--- src/rtl/core/bfsp_pkg.sv ---
// Package for the Bellman-Ford shortest path block: sizes, state codes and
// the control/status structs shared by the controller and the datapath.
// Depends on nothing.
package bfsp_pkg;

	localparam int MaxVertices = 32;
	localparam int MaxEdges    = 256;
	localparam int WeightBits  = 16;
	localparam int VtxBits     = 5;
	localparam int CountBits   = 6;
	localparam int EdgeAddrBits = 8;
	localparam int EdgeCntBits = 9;
	localparam int DistBits    = 21;
	localparam int EdgeWordBits = 2 * VtxBits + WeightBits;

	localparam logic [0:0] RegVertexCount = 1'b0;
	localparam logic [0:0] RegSourceVertex = 1'b1;

	typedef enum logic [2:0] {
		ST_LOAD,
		ST_INIT,
		ST_RELAX_RD,
		ST_RELAX_EX,
		ST_CHECK_EX,
		ST_OUT
	} state_t;

	// Commands from the controller to the datapath.
	typedef struct packed {
		logic                    init_clr;   // clear vertex i
		logic [VtxBits-1:0]      vtx;        // vertex pointer
		logic                    edge_rd;    // unused; the store reads edge_addr each cycle
		logic [EdgeAddrBits-1:0] edge_addr;
		logic                    relax_apply;
		logic                    check_eval;
		logic                    clr_cycle;
	} bfsp_cmd_t;

	// Status from the datapath.
	typedef struct packed {
		logic cycle_found;
	} bfsp_stat_t;

endpackage

--- src/rtl/core/bfsp_ctrl.sv ---
// Controller: load, init, relax passes, cycle check and result sequencing.
// Depends on bfsp_pkg.
module bfsp_ctrl (
	input  logic                                clk,
	input  logic                                arst_n,
	input  logic                                in_fire,
	input  logic                                in_last,
	input  logic                                out_free,
	input  logic [bfsp_pkg::CountBits-1:0]      n_eff,
	input  logic [bfsp_pkg::EdgeCntBits-1:0]    edge_count,
	input  bfsp_pkg::bfsp_stat_t                stat,
	output bfsp_pkg::bfsp_cmd_t                 cmd,
	output logic                                loading,
	output logic                                run_done,
	output logic                                emit,
	output logic                                emit_last,
	output logic                                emit_cycle
);
	localparam int VB = bfsp_pkg::VtxBits;
	localparam int AB = bfsp_pkg::EdgeAddrBits;

	bfsp_pkg::state_t state_q, state_d;
	logic [VB-1:0] vtx_q, vtx_d;
	logic [AB-1:0] eaddr_q, eaddr_d;
	logic [bfsp_pkg::CountBits-1:0] pass_q, pass_d;
	logic [bfsp_pkg::EdgeCntBits-1:0] eidx;
	logic last_edge, last_vtx;

	always_ff @(posedge clk or negedge arst_n) begin
		if (!arst_n) begin
			state_q <= bfsp_pkg::ST_LOAD;
			vtx_q   <= '0;
			eaddr_q <= '0;
			pass_q  <= '0;
		end else begin
			state_q <= state_d;
			vtx_q   <= vtx_d;
			eaddr_q <= eaddr_d;
			pass_q  <= pass_d;
		end
	end

	assign eidx = {1'b0, eaddr_q};
	assign last_edge = (eidx + 1'b1) >= edge_count;
	assign last_vtx = ({1'b0, vtx_q} + 1'b1) >= n_eff;

	// Next state and commands
	always_comb begin
		state_d = state_q;
		vtx_d = vtx_q;
		eaddr_d = eaddr_q;
		pass_d = pass_q;
		cmd = '0;
		cmd.vtx = vtx_q;
		cmd.edge_addr = eaddr_q;
		loading = 1'b0;
		run_done = 1'b0;
		emit = 1'b0;
		emit_last = 1'b0;
		emit_cycle = 1'b0;
		unique case (state_q)
			bfsp_pkg::ST_LOAD: begin
				loading = 1'b1;
				if (in_fire && in_last) begin
					state_d = bfsp_pkg::ST_INIT;
					vtx_d = '0;
				end
			end
			bfsp_pkg::ST_INIT: begin
				cmd.init_clr = 1'b1;
				cmd.clr_cycle = 1'b1;
				vtx_d = vtx_q + 1'b1;
				eaddr_d = '0;
				pass_d = (bfsp_pkg::CountBits)'(1);
				if (last_vtx) begin
					vtx_d = '0;
					if (edge_count == '0) state_d = bfsp_pkg::ST_OUT;
					else if (n_eff == 1) state_d = bfsp_pkg::ST_CHECK_EX;
					else state_d = bfsp_pkg::ST_RELAX_RD;
				end
			end
			bfsp_pkg::ST_RELAX_RD: begin
				// read issued by eaddr_q; data valid next cycle
				state_d = bfsp_pkg::ST_RELAX_EX;
			end
			bfsp_pkg::ST_RELAX_EX: begin
				if (pass_q < n_eff) begin
					cmd.relax_apply = 1'b1;
				end else begin
					cmd.check_eval = 1'b1;
				end
				state_d = bfsp_pkg::ST_RELAX_RD;
				if (last_edge) begin
					eaddr_d = '0;
					if (pass_q >= n_eff) begin
						state_d = bfsp_pkg::ST_OUT;
					end
					pass_d = pass_q + 1'b1;
				end else begin
					eaddr_d = eaddr_q + 1'b1;
				end
			end
			bfsp_pkg::ST_CHECK_EX: begin
				// single-vertex graph: pass count already equals n
				pass_d = n_eff;
				eaddr_d = '0;
				state_d = bfsp_pkg::ST_RELAX_RD;
			end
			bfsp_pkg::ST_OUT: begin
				if (out_free) begin
					emit = 1'b1;
					emit_cycle = stat.cycle_found;
					emit_last = stat.cycle_found || last_vtx;
					vtx_d = vtx_q + 1'b1;
					if (emit_last) begin
						run_done = 1'b1;
						vtx_d = '0;
						state_d = bfsp_pkg::ST_LOAD;
					end
				end
			end
			default: state_d = bfsp_pkg::ST_LOAD;
		endcase
	end

	ap_load_only: assert property (@(posedge clk) disable iff (!arst_n)
		emit |-> state_q == bfsp_pkg::ST_OUT) else $error("emit outside output");
	ap_done: assert property (@(posedge clk) disable iff (!arst_n)
		run_done |=> state_q == bfsp_pkg::ST_LOAD) else $error("run end");
	ap_apply: assert property (@(posedge clk) disable iff (!arst_n)
		cmd.relax_apply |-> !cmd.check_eval) else $error("apply and check");
endmodule

--- config.mk ---
export PLATFORM = sky130hd
export DESIGN_NAME = bfsp_ctrl
export DESIGN_NICKNAME = d
export VERILOG_FILES = /design/src/rtl/core/bfsp_pkg.sv /design/src/rtl/core/bfsp_ctrl.sv
export SDC_FILE = /design/constraint.sdc
export NUM_CORES = 1
export LEC_CHECK = 0
export BUFFER_PORTS_ARGS = -buffer_cell sky130_fd_sc_hd__buf_2
export CAP_MARGIN = 10
export CORE_UTILIZATION = 45
export CTS_CLUSTER_SIZE = 10
export DETAILED_ROUTE_END_ITERATION = 8
export HOLD_SLACK_MARGIN = 0.1
export PLACE_DENSITY = 0.71
export SLEW_MARGIN = 30
export SYNTH_ARGS = -nofsm -noshare
export SYNTH_HDL_FRONTEND = slang
export SYNTH_SLANG_ARGS = --single-unit
--- constraint.sdc ---
create_clock -name clk -period 2.7 [get_ports clk]
set_input_delay 0.27 -clock clk [delete_from_list [all_inputs] [get_ports clk]]
set_output_delay 0.27 -clock clk [all_outputs]
set_load 0.01 [all_outputs]
==> run_results.csv <==
group,metric,value,unit
finish,fin_nets,330,
sta,hold_slack,0.2851,ns
synth,synth-seq-area-share,28.68,%
routing,detail_route.drc_violations,0,
routing,vias,1882,
routing,routed_via_density,5.635,
synth,ys_warn_count,0,
cts,tritoncts,"yes",
sta,setup_violations,0,
sta,fmax,376.9,MHz
sta,fin_ws,0.04663,ns
sta,max_slew_margin,60.79,%
cts,clkSinkCount,22,
critical_path,cp_data_arrival_time,2.86,ns
synth,ys_ff_latch,22,
critical_path,critPathCaptureType,"flip-flop",
cts,h-tree-depth,1,
finish,fin_cells,334,
sta,finalHoldViolCount,0,
synth,synth_edf_count,0,
floorplan,die_w,67.31,um
finish,final_core_util,60.75,%
flow_run,drv_cap,0,
floorplan,core-area,0.004058,sq mm
sta,slew_violations,0,
cts,insertion_delay,0.27,ns
critical_path,start_kind,"flip-flop",
power_and_ir_drop,power,1.636,mW
routing,drt_iter0_markers,112,
sta,rsz0062_at_grt,"yes",
sta,worst_pin_slew,0.5820,ns
global_route,antenna_found_initial,0,
placement,pre_cts_slack,-0.01200,ns
synth,async_flop_share,100.0,%
finish,num_antenna_cells,0,
global_route,grt_max_degree,23,
floorplan,die_h,67.31,um
routing,wl_per_cell,15.05,um
cts,numCtsBuffers,3,
synth,ys_types,45,
finish,drive_gt1_share,30.99,%
routing,dr.pass1.iters,4,
placement,placed_cell_area,0.002252,sq mm
finish,areaGrowthSynthToFinish,28.42,%
synth,synthCells,227,
sta,final.setup.tns,0,ns
placement,io_buffers,42,
global_route,overflow,0,
placement,dp_cells,323,
routing,ant_nets,0,
synth,synth_ff_type,"dfrtp_1",
floorplan,dieArea,0.004531,sq mm
critical_path,cp_max_fo,4,
sta,period_share,98.27,%
placement,gp_congestion,0.8272,
global_route,grt_pass1_wl,7741,um
power_and_ir_drop,p_per_area,663.6,mW/mm^2
min_path,hp-class,"in2reg",
finish,design_area,0.002465,sq mm
power_and_ir_drop,peakVddDrop,0.0004188,V
synth,synthesis.area,0.001919,sq mm
outcome,status,"finished clean",
synth,synth_nets,272,
floorplan,start_util,47.30,%
power_and_ir_drop,p_leak,1.269,nW
sta,min_period,2.653,ns
synth,avgSynthCellArea,8.455,sq um
floorplan,num_rows,23,
routing,wl,5026,um
sta,skew,0.004901,ns
global_route,grt_usage,22.70,%
critical_path,cp.required,2.91,ns
floorplan,ios,44,
placement,hpwlAfterDp,3727,um
finish,fill_cells,347,
cts,root_buffer,"clkbuf_8",
cts,clkTransAtPathRegs,0.08,ns
cts,clock_path_buffers,2,
global_route,grt_pass1_vias,1684,
critical_path,path_class,"reg2reg",
==> cells in the final DEF (no fill, tap or decap), types with 2 or more instances in the layout <==
| cell type | count |
|---|---|
| ha_1 | 20 |
| nor3_1 | 6 |
| and3_1 | 3 |
| nand2_1 | 20 |
| o21a_1 | 4 |
| o21ai_0 | 9 |
| a21o_1 | 3 |
| buf_6 | 2 |
| buf_2 | 42 |
| nand3_1 | 10 |
| a211o_1 | 2 |
| xnor2_1 | 4 |
| o21ai_1 | 2 |
| nand4_1 | 5 |
| xor2_2 | 2 |
| xor2_1 | 2 |
| a21oi_1 | 9 |
| nand2b_1 | 4 |
| buf_4 | 17 |
| dfrtp_1 | 21 |
| inv_1 | 18 |
| nand3_2 | 2 |
| nor2b_1 | 3 |
| clkbuf_8 | 4 |
| nor2_1 | 19 |
| a2bb2oi_1 | 3 |
| o31ai_1 | 4 |
| ha_2 | 3 |
| a31oi_1 | 3 |
| nor2_4 | 2 |
| a22o_1 | 10 |
| o22ai_1 | 2 |
==> worst max-delay path, stage by stage (launching register included) <==
cell      delay (ns)
dfrtp_1         0.41
ha_4            0.17
nand3_4         0.08
nor2_4          0.12
xor2_2          0.17
ha_1            0.27
a21o_1          0.16
a21o_1          0.17
a221o_1         0.36
or2_4           0.29
a221oi_2        0.21
o22a_1          0.17
==> worst paths after layout <==
check / endpoint / slack, ns / startpoint / cells past startpoint
max in group asynchronous: eaddr_q[0] / 1.83 / arst_n / 2
setup reg to reg: pass_q[5] / 0.05 / eaddr_q[1] / 11
setup / recovery: pass_q[5] / 0.05 / eaddr_q[1] / 11
hold reg to reg: pass_q[5] / 0.57 / pass_q[5] / 1
min in group asynchronous: eaddr_q[3] / 0.50 / arst_n / 2
hold / removal: pass_q[3] / 0.29 / n_eff[3] / 3
==> power by group <==
| group | total (mW) | switching [mW] | internal [mW] |
|---|---|---|---|
| Sequential | 0.493 | 0.106 | 0.386 |
| Clock | 0.242 | 0.112 | 0.130 |
| Combinational | 0.901 | 0.495 | 0.406 |
| Total | 1.64 | 0.713 | 0.923 |
==> flip-flops by register name, summed over array words and instances (netlist names) <==
register,flops
state_q,3
eaddr_q,8
pass_q,6
vtx_q,5
==> cell usage after synthesis (all sizes together) (5+ instances only) <==
cell type,n,share of area [%]
a21oi,9,2.3
a22o,10,4.6
buf,7,2.2
dfrtp,22,29
ha,24,16
inv,18,3.5
nand2,20,3.9
nand3,13,3.4
nand4,5,1.6
nor2,22,4.4
nor3,7,2.4
o21ai,11,2.9
xnor2,5,2.3
==> logic make-up after synthesis <==
logic type	count (synthesis)	synth area share, %
AOI/OAI and AO/OA	63	24.84
and+or+nand+nor	81	20.47
adders and majority gates	24	15.65
buffers and inverters	27	6.062
xor gates and xnor gates	9	4.107
DFF	22	28.68
other	1	0.1954
==> repair_timing <==
item	in CTS	in global routing
resized for setup	1	18
endpoints found under the hold margin	22	0
setup buffers	2	4
pin swaps	1	2
hold buffers	1	0
endpoints found under the setup margin	2	21
cloned	0	0
==> cell type report <==
| cell class | instances | area [sq um] | share of cell area [%] |
|---|---|---|---|
| multi-input combinational | 178 | 1358 | 55.08 |
| sequential | 22 | 551.8 | 22.39 |
| timing repair buffer | 62 | 370.4 | 15.03 |
| inverter | 18 | 67.56 | 2.741 |
| tap | 50 | 62.56 | 2.538 |
| clock buffer | 4 | 55.05 | 2.234 |
==> routing by layer <==
metal / global-route usage, % / vias up / part of all wire (%)
li1: - / 934 / -
met1: 30.38 / 894 / 48
met2: 37.38 / 46 / 47
met3: 4.561 / 8 / 3.7
met4: 5.053 / 0 / 1.4
met5: 0 / - / 0
Power figures use the tool's default switching activity.
